==> src/rtl/spd_pkg.sv <==
// Shared types and constants for the serial packet deframer with XOR check.
// No dependencies; used by every module of the block by scoped names.
package spd_pkg;

  localparam int unsigned ByteW = 8;
  localparam int unsigned StatusW = 2;

  localparam logic [ByteW-1:0] StartByteReset = 8'hAA;
  localparam logic [ByteW-1:0] XorInit = 8'h00;
  localparam logic [ByteW-1:0] MinLength = 8'd3;

  typedef enum logic [StatusW-1:0] {
    STATUS_OK      = 2'd0,
    STATUS_BAD_SUM = 2'd1,
    STATUS_BAD_LEN = 2'd2
  } status_t;

  // One result beat
  typedef struct packed {
    logic [ByteW-1:0] out_byte;
    logic [ByteW-1:0] position;
    logic             last;
    status_t          status;
  } result_t;

endpackage

==> src/rtl/spd_in_stage.sv <==
// Input register stage: holds one received byte until the framer takes it.
// Depends on spd_pkg for the byte width.
module spd_in_stage (
  input  logic                     clk,
  input  logic                     rst_n,
  input  logic                     in_valid,
  output logic                     in_ready,
  input  logic [spd_pkg::ByteW-1:0] in_data_byte,
  output logic                     item_valid,
  output logic [spd_pkg::ByteW-1:0] item_byte,
  input  logic                     item_take
);

  logic                      valid_r, valid_nxt;
  logic [spd_pkg::ByteW-1:0] data_r, data_nxt;
  logic                      accept;

  // free when empty or when the held byte leaves this cycle
  assign in_ready = !valid_r || item_take;
  assign accept   = in_valid && in_ready;

  always_comb begin
    valid_nxt = valid_r;
    data_nxt  = data_r;
    if (accept) begin
      valid_nxt = 1'b1;
      data_nxt  = in_data_byte;
    end else if (item_take) begin
      valid_nxt = 1'b0;
    end
  end

  always_ff @(posedge clk) begin
    if (!rst_n) begin
      valid_r <= 1'b0;
    end else begin
      valid_r <= valid_nxt;
    end
  end

  always_ff @(posedge clk) begin
    data_r <= data_nxt;
  end

  assign item_valid = valid_r;
  assign item_byte  = data_r;

endmodule

==> src/rtl/spd_frame_ctl.sv <==
// Framing state (count, length, running XOR) and the per-byte decision logic.
// Depends on spd_pkg for widths, status codes and the result struct.
module spd_frame_ctl (
  input  logic                      clk,
  input  logic                      rst_n,
  input  logic                      item_valid,
  input  logic [spd_pkg::ByteW-1:0] item_byte,
  input  logic [spd_pkg::ByteW-1:0] start_byte,
  input  logic                      out_free,
  output logic                      item_take,
  output logic                      res_valid,
  output spd_pkg::result_t          res
);

  logic [spd_pkg::ByteW-1:0] count_r, count_nxt;
  logic [spd_pkg::ByteW-1:0] len_r, len_nxt;
  logic [spd_pkg::ByteW-1:0] xor_r, xor_nxt;
  logic                      hunting;
  logic                      produce;
  logic                      at_end;
  logic [spd_pkg::ByteW:0]   count_p1;

  assign hunting  = (count_r == '0);
  assign produce  = !hunting || (item_byte == start_byte);
  // a dropped byte needs no output slot
  assign item_take = item_valid && (out_free || !produce);
  assign res_valid = item_take && produce;
  assign count_p1  = {1'b0, count_r} + {{spd_pkg::ByteW{1'b0}}, 1'b1};
  assign at_end    = (count_p1 >= {1'b0, len_r});

  // result fields and next state
  always_comb begin
    count_nxt    = count_r;
    len_nxt      = len_r;
    xor_nxt      = xor_r;
    res.out_byte = item_byte;
    res.position = count_r;
    res.last     = 1'b0;
    res.status   = spd_pkg::STATUS_OK;
    if (hunting) begin
      if (produce) begin
        xor_nxt   = spd_pkg::XorInit ^ item_byte;
        count_nxt = 8'd1;
      end
    end else if (count_r == 8'd1) begin
      if (item_byte < spd_pkg::MinLength) begin
        res.last   = 1'b1;
        res.status = spd_pkg::STATUS_BAD_LEN;
        count_nxt  = '0;
        len_nxt    = '0;
        xor_nxt    = spd_pkg::XorInit;
      end else begin
        len_nxt   = item_byte;
        xor_nxt   = xor_r ^ item_byte;
        count_nxt = 8'd2;
      end
    end else if (at_end) begin
      // checksum byte
      res.last   = 1'b1;
      res.status = (item_byte == xor_r) ? spd_pkg::STATUS_OK : spd_pkg::STATUS_BAD_SUM;
      count_nxt  = '0;
      len_nxt    = '0;
      xor_nxt    = spd_pkg::XorInit;
    end else begin
      xor_nxt   = xor_r ^ item_byte;
      count_nxt = count_p1[spd_pkg::ByteW-1:0];
    end
  end

  always_ff @(posedge clk) begin
    if (!rst_n) begin
      count_r <= '0;
      len_r   <= '0;
      xor_r   <= spd_pkg::XorInit;
    end else if (item_take) begin
      count_r <= count_nxt;
      len_r   <= len_nxt;
      xor_r   <= xor_nxt;
    end
  end

endmodule

==> src/rtl/serial_packet_deframer_xor_check_core.sv <==
// Serial packet deframer with XOR check, top level.
// An accepted byte passes the input register, then the result register, to reach out_*.
// Throughput: one byte per cycle while the output is not stalled; input register and
// result register decouple the two channels, so the input register can take one new beat while a result waits.
// Reset (rst_n low, synchronous): hunting for start, start byte 0xAA, no beats held.
// Depends on spd_pkg, spd_in_stage and spd_frame_ctl.
module serial_packet_deframer_xor_check_core (
  input  logic                      clk,
  input  logic                      rst_n,
  input  logic                      cfg_wr_en,
  input  logic [spd_pkg::ByteW-1:0] cfg_wr_data,
  input  logic                      in_valid,
  output logic                      in_ready,
  input  logic [spd_pkg::ByteW-1:0] in_data_byte,
  output logic                      out_valid,
  input  logic                      out_ready,
  output logic [spd_pkg::ByteW-1:0] out_out_byte,
  output logic [spd_pkg::ByteW-1:0] out_position,
  output logic                      out_last,
  output logic [spd_pkg::StatusW-1:0] out_status
);

  logic [spd_pkg::ByteW-1:0] start_byte_r;
  logic                      item_valid;
  logic [spd_pkg::ByteW-1:0] item_byte;
  logic                      item_take;
  logic                      res_valid;
  spd_pkg::result_t          res;
  logic                      out_valid_r, out_valid_nxt;
  spd_pkg::result_t          out_r;
  logic                      out_free;

  // start byte register
  always_ff @(posedge clk) begin
    if (!rst_n) begin
      start_byte_r <= spd_pkg::StartByteReset;
    end else if (cfg_wr_en) begin
      start_byte_r <= cfg_wr_data;
    end
  end

  spd_in_stage u_in (
    .clk          (clk),
    .rst_n        (rst_n),
    .in_valid     (in_valid),
    .in_ready     (in_ready),
    .in_data_byte (in_data_byte),
    .item_valid   (item_valid),
    .item_byte    (item_byte),
    .item_take    (item_take)
  );

  spd_frame_ctl u_ctl (
    .clk        (clk),
    .rst_n      (rst_n),
    .item_valid (item_valid),
    .item_byte  (item_byte),
    .start_byte (start_byte_r),
    .out_free   (out_free),
    .item_take  (item_take),
    .res_valid  (res_valid),
    .res        (res)
  );

  // result register
  assign out_free = !out_valid_r || out_ready;

  always_comb begin
    out_valid_nxt = out_valid_r;
    if (out_free) begin
      out_valid_nxt = res_valid;
    end
  end

  always_ff @(posedge clk) begin
    if (!rst_n) begin
      out_valid_r <= 1'b0;
    end else begin
      out_valid_r <= out_valid_nxt;
    end
  end

  always_ff @(posedge clk) begin
    if (res_valid) begin
      out_r <= res;
    end
  end

  assign out_valid    = out_valid_r;
  assign out_out_byte = out_r.out_byte;
  assign out_position = out_r.position;
  assign out_last     = out_r.last;
  assign out_status   = out_r.status;

endmodule
==> config.mk <==
export PLATFORM = sky130hd
export DESIGN_NAME = serial_packet_deframer_xor_check_core
export DESIGN_NICKNAME = d
export VERILOG_FILES = /design/src/rtl/spd_pkg.sv /design/src/rtl/spd_in_stage.sv /design/src/rtl/spd_frame_ctl.sv /design/src/rtl/serial_packet_deframer_xor_check_core.sv
export SDC_FILE = /design/constraint.sdc
export NUM_CORES = 1
export LEC_CHECK = 0
export BUFFER_PORTS_ARGS = -buffer_cell sky130_fd_sc_hd__buf_2
export CORE_MARGIN = 5
export CORE_UTILIZATION = 57
export CTS_CLUSTER_DIAMETER = 60
export DETAILED_ROUTE_END_ITERATION = 10
export GPL_ROUTABILITY_DRIVEN = 1
export PLACE_DENSITY = 0.82
export SLEW_MARGIN = 25
export SYNTH_ARGS = -nofsm -noshare
export SYNTH_HDL_FRONTEND = slang
export SYNTH_HIERARCHICAL = 1
export SYNTH_SLANG_ARGS = --single-unit
==> constraint.sdc <==
create_clock -name clk -period 3.74 [get_ports clk]
set_clock_uncertainty 0.2 [all_clocks]
set_input_delay 0.561 -clock clk [delete_from_list [all_inputs] [get_ports clk]]
set_output_delay 0.561 -clock clk [all_outputs]
set_load 0.02 [all_outputs]
== After elaboration in Yosys (flattened, before gate mapping) ==
Index checks and enable logic that the tools add are counted.

* Bits in registers: 61
* Input port bits: 21
* Output and inout port bits: 21
* Logic and storage cells: 55

* Add/subtract/negate cells: 1
* $lt $le $gt $ge: 2
* Equal/unequal tests: 4
* Mux-type cells: 19
* Bitwise gates (word level): 2
* Reduce and logical (&&, ||, !) cells: 16

{| class="wikitable"
|+ Operators by type and width
! operator !! number
|-
| $mux W8 || 12
|-
| $eq A8 B8 Y1 || 2
|-
| $add A8 B1 Y9 const B || 1
|-
| $ge A9 B8 Y1 || 1
|-
| $mux W3 || 3
|-
| $eq A8 B1 Y1 const B || 1
|-
| $logic_not A8 Y1 || 1
|-
| $lt A8 B2 Y1 const B || 1
|-
| $xor A8 B8 Y8 || 1
|-
| $logic_not A1 Y1 || 4
|-
| $logic_or A1 B1 Y1 || 4
|-
| $reduce_bool A2 Y1 || 2
|-
| $logic_and A1 B1 Y1 || 3
|-
| $mux W1 || 3
|-
| $reduce_and A3 Y1 || 1
|-
| $mux W2 || 1
|-
| $ne A2 B2 Y1 const B || 1
|-
| $reduce_and A2 Y1 || 1
|-
| $not A1 Y1 || 1
|}

== Longest topological paths before layout ==
* Depth after elaboration: 9
* Mapped depth: 13
* Mapped depth without buffers: 11

== Modules after synthesis ==
Netlist, hierarchy kept.

{| class="wikitable"
|+ Modules (own cells, without submodules)
! module !! instances !! cells each !! area each (um^2)
|-
| spd_frame_ctl || 1 || 204 || 1810.5
|-
| serial_packet_deframer_xor_check_core || 1 || 48 || 899.6
|-
| spd_in_stage || 1 || 13 || 297.8
|}

== Worst setup path before layout ==
Ideal clock, no wire load.

* Path type: register to register
* Start: reg u_ctl/count_r[0] in the netlist's numbering
* End: reg u_ctl/count_r[2] in the netlist's numbering
* Arrival: 2.806 ns
* Slack: 0.677 ns
* Stages on the path, launching flop included: 13
* Buffers on the path: 1
* Clock period less this slack: 3.063 ns
* Cells stage by stage: dfxtp_1 -> ha_1 -> and3_1 -> buf_2 -> nand3_1 -> xnor2_1 -> ha_1 -> and3_1 -> a221oi_2 -> nand2_2 -> or4_1 -> nor3b_1 -> a21o_1

* Cells in the longest elaborated chain, start to end: 7

{| class="wikitable"
|+ Ends and longest elaborated chain
! what !! line !! source
|-
| start, declared || spd_frame_ctl.sv:15 || <nowiki>logic [spd_pkg::ByteW-1:0] count_r, count_nxt;</nowiki>
|-
| start signal, assigned || spd_frame_ctl.sv:76 || <nowiki>count_r <= count_nxt;</nowiki>
|-
| branches (longest 7 deep; another with $add A8 B1 Y9) || n/a ||
|}

Parallel ways; which one is timed is not known.
A chain may end at the register's enable or synchronous reset.

== Worst setup path after layout ==
Ends and elaborated chain as after synthesis.

==> flow_metrics.py <==
metrics = {
    "status": {
        "outcome": "finished clean",
    },
    "cts": {
        "cts_hold_buffers": 0,
        "clockBufferDepth": 2,
        "cts_inserted_buffers": 9,
        "cts.repair.resized": 0,
        "ctsHtreeMaxLevel": 3,
        "cts.clk_slew.worst_paths_ps": 70,
        "tritoncts": "done",
        "ctsRootBufferMaster": "clkbuf_8",
        "clock_latency_ps": 340,
        "postCtsSetupBuffers": 0,
        "numClockSinks": 61,
    },
    "power_and_ir_drop": {
        "power_density_nw_per_um2": 391,
        "irDropWorstVdd_mv": 0.328,
        "power_leakage_nw": 1.35,
        "p_total_mw": 1.30,
    },
    "timing": {
        "grt_setup_unrepaired": "no",
        "min_period_over_period_pct": 91.6,
        "min_period_ps": 3430,
        "worst_pin_slew_ps": 915,
        "maxSlewViolCount": 0,
        "setup_viol": 0,
        "fmax_ghz": 0.292,
        "relSlewSlack_pct": 38.6,
        "final_hold_viol_count": 0,
        "tns_ps": 0,
    },
    "floorplan": {
        "die_h_um": 82.6,
        "die-width_um": 82.6,
        "num_rows": 26,
        "start_util_pct": 58.9,
        "fp.coreArea_sq_um": 5110,
        "die-area_sq_um": 6830,
        "num_io_pins": 42,
    },
    "grt": {
        "grtUsageTotal_pct": 20.8,
        "grt_pass1_wl_mm": 10.4,
        "first_global_vias": 2090,
        "grt_max_degree": 25,
        "antenna_found_initial": 0,
        "grt_overflow": 0,
    },
    "layout": {
        "multiInputGateArea_sq_um": 1320,
        "seqCellArea_sq_um": 1490,
        "final_common_cell": "buf_2",
        "stdcell_area_sq_um": 3340,
        "drive_gt1_share_pct": 24.8,
        "mostFrequentLayoutCells": "buf_2, dfxtp_1, edfxtp_1",
        "antenna_cells": 0,
        "nets": 325,
        "syn2layout_area_growth_pct": 11.0,
        "stdcell_count": 368,
        "fillers": 387,
    },
    "synth": {
        "yosysTopAreaCell": "edfxtp_1",
        "syn_inst": 265,
        "ys_seq_area_share_pct": 49.6,
        "synthesis.nets": 297,
        "synth.distinct_cells": 51,
        "ys_seq_elements": 61,
        "yosysWarningCount": 6,
        "synth.avg_cell_area_sq_um": 11.4,
        "synth_top_area_share_pct": 27.0,
        "synth_area_sq_um": 3010,
        "synth_area_leaders": "edfxtp_1, dfxtp_1, xor2_1",
    },
    "worst_hold_path": {
        "hp-start": "in_data_byte[1]",
        "min_path_type": "in2reg",
    },
    "drt": {
        "avgRoutedWirePerCell_um": 16.4,
        "vias": 2087,
        "first_pass_iters": 4,
        "first_iter_violations": 167,
        "finalWirelength_mm": 6.05,
        "vias_per_cell": 5.67,
        "detail-route-antenna-nets": 0,
        "drc_errors": 0,
    },
    "placement": {
        "place_hpwl_mm": 4.30,
        "gp_congestion": 0.823,
        "dp.cells": 352,
        "portBuffers": 41,
        "place_area_sq_um": 3160,
    },
    "job": {
        "max-cap-violations": 0,
    },
    "setup_path": {
        "start_kind": "flop",
        "end_kind": "flop",
        "r2r_start": "u_ctl/count_r[0]",
        "crit_required_ps": 3820,
        "worstSetupStartpoint": "u_ctl/count_r[0]",
        "arrival_ps": 3510,
        "path_class": "reg2reg",
        "crit_path_max_fanout": 7,
    },
}
[worst paths after layout]
path	end	slack, ps	depth (start not counted)
max	u_ctl/count_r[2]	310	11
min	u_in/item_byte[1]	190	1
max reg2reg	u_ctl/count_r[2]	310	11
min reg2reg	out_position[1]	300	0
[state kept, by name, summed over array words and instances (netlist names)]
register / flops
out_last: 1
out_position: 8
u_in/item_byte: 8
u_ctl/len_r: 8
out_valid: 1
u_ctl/xor_r: 8
start_byte_r: 8
out_out_byte: 8
out_status: 2
u_in/item_valid: 1
u_ctl/count_r: 8
[through the flow]
step / worst slack (ps) / hold slack, ps / utilization (%)
2_1_floorplan: 677 / 248 / -
3_3_place_gp: 537 / 274 / 61.9
3_5_place_dp: 402 / 283 / 61.9
4_1_cts: 362 / 174 / 65.4
5_1_grt: 81.9 / 170 / 65.4
6_report: 312 / 189 / 65.4
[layer usage]
| metal | GRT usage [%] | up-vias | wire length, um |
|---|---|---|---|
| met4 | 10.6 | 0 | 121 |
| li1 | - | 1012 | - |
| met2 | 31.8 | 81 | 2890 |
| met5 | 0 | - | 0 |
| met1 | 27.1 | 983 | 2620 |
| met3 | 5.31 | 11 | 425 |
[synth_stat cells (all sizes together)]
| library cell | number |
|---|---|
| dfxtp | 34 |
| inv | 12 |
| a21o | 3 |
| a211oi | 1 |
| ha | 11 |
| a32o | 8 |
| nor3b | 1 |
| nand3 | 7 |
| clkbuf | 11 |
| a21oi | 7 |
| a22oi | 6 |
| and2 | 6 |
| a21boi | 2 |
| nor2 | 3 |
| a31oi | 3 |
| nand2b | 4 |
| o31ai | 8 |
| and4 | 1 |
| xor2 | 19 |
| mux2i | 9 |
| or4 | 1 |
| nor4 | 7 |
| a41oi | 1 |
| nor2b | 12 |
| buf | 15 |
| a221oi | 1 |
| nand2 | 13 |
| o22ai | 1 |
| o21a | 2 |
| nor3 | 1 |
| o21ai | 12 |
| xnor2 | 3 |
| o311ai | 1 |
| mux2 | 1 |
| o211a | 1 |
| and3 | 7 |
| edfxtp | 27 |
| a22o | 3 |
[kinds of logic (layout without fill, tap and decap cells)]
kind of cell | Yosys count | after routing | share of synthesized area (%)
compound gates | 60 | 60 | 16.5
xor+xnor | 22 | 22 | 6.41
fa+ha+maj | 11 | 11 | 4.58
buf+inv | 38 | 71 | 6.66
flops | 61 | 61 | 49.6
mux | 10 | 10 | 3.37
simple gates | 63 | 63 | 12.9
[critical path, stage by stage (launching register included)]
cell and delay [ps]:
dfxtp_1 440, ha_1 260, and3_1 280, nand3_1 130, xnor2_1 200, ha_1 270
and3_1 210, a221oi_2 330, nand2_2 140, or4_1 530, nor3b_1 270, a21o_1 120
[cell type report]
type                       count  area share, %
sequential                    61           44.7
multi-input combinational    166           39.5
timing repair buffer          43           6.60
clock buffer                  10           4.12
tap                           70           2.62
inverter                      12           1.35
clock inverter                 6           1.12
[where the power goes]
| part | switching, mW | internal (mW) |
|---|---|---|
| Sequential | 0.0187 | 0.707 |
| Clock | 0.262 | 0.255 |
| Combinational | 0.0317 | 0.0295 |
Note: power is estimated with default switching activity, not from simulation.
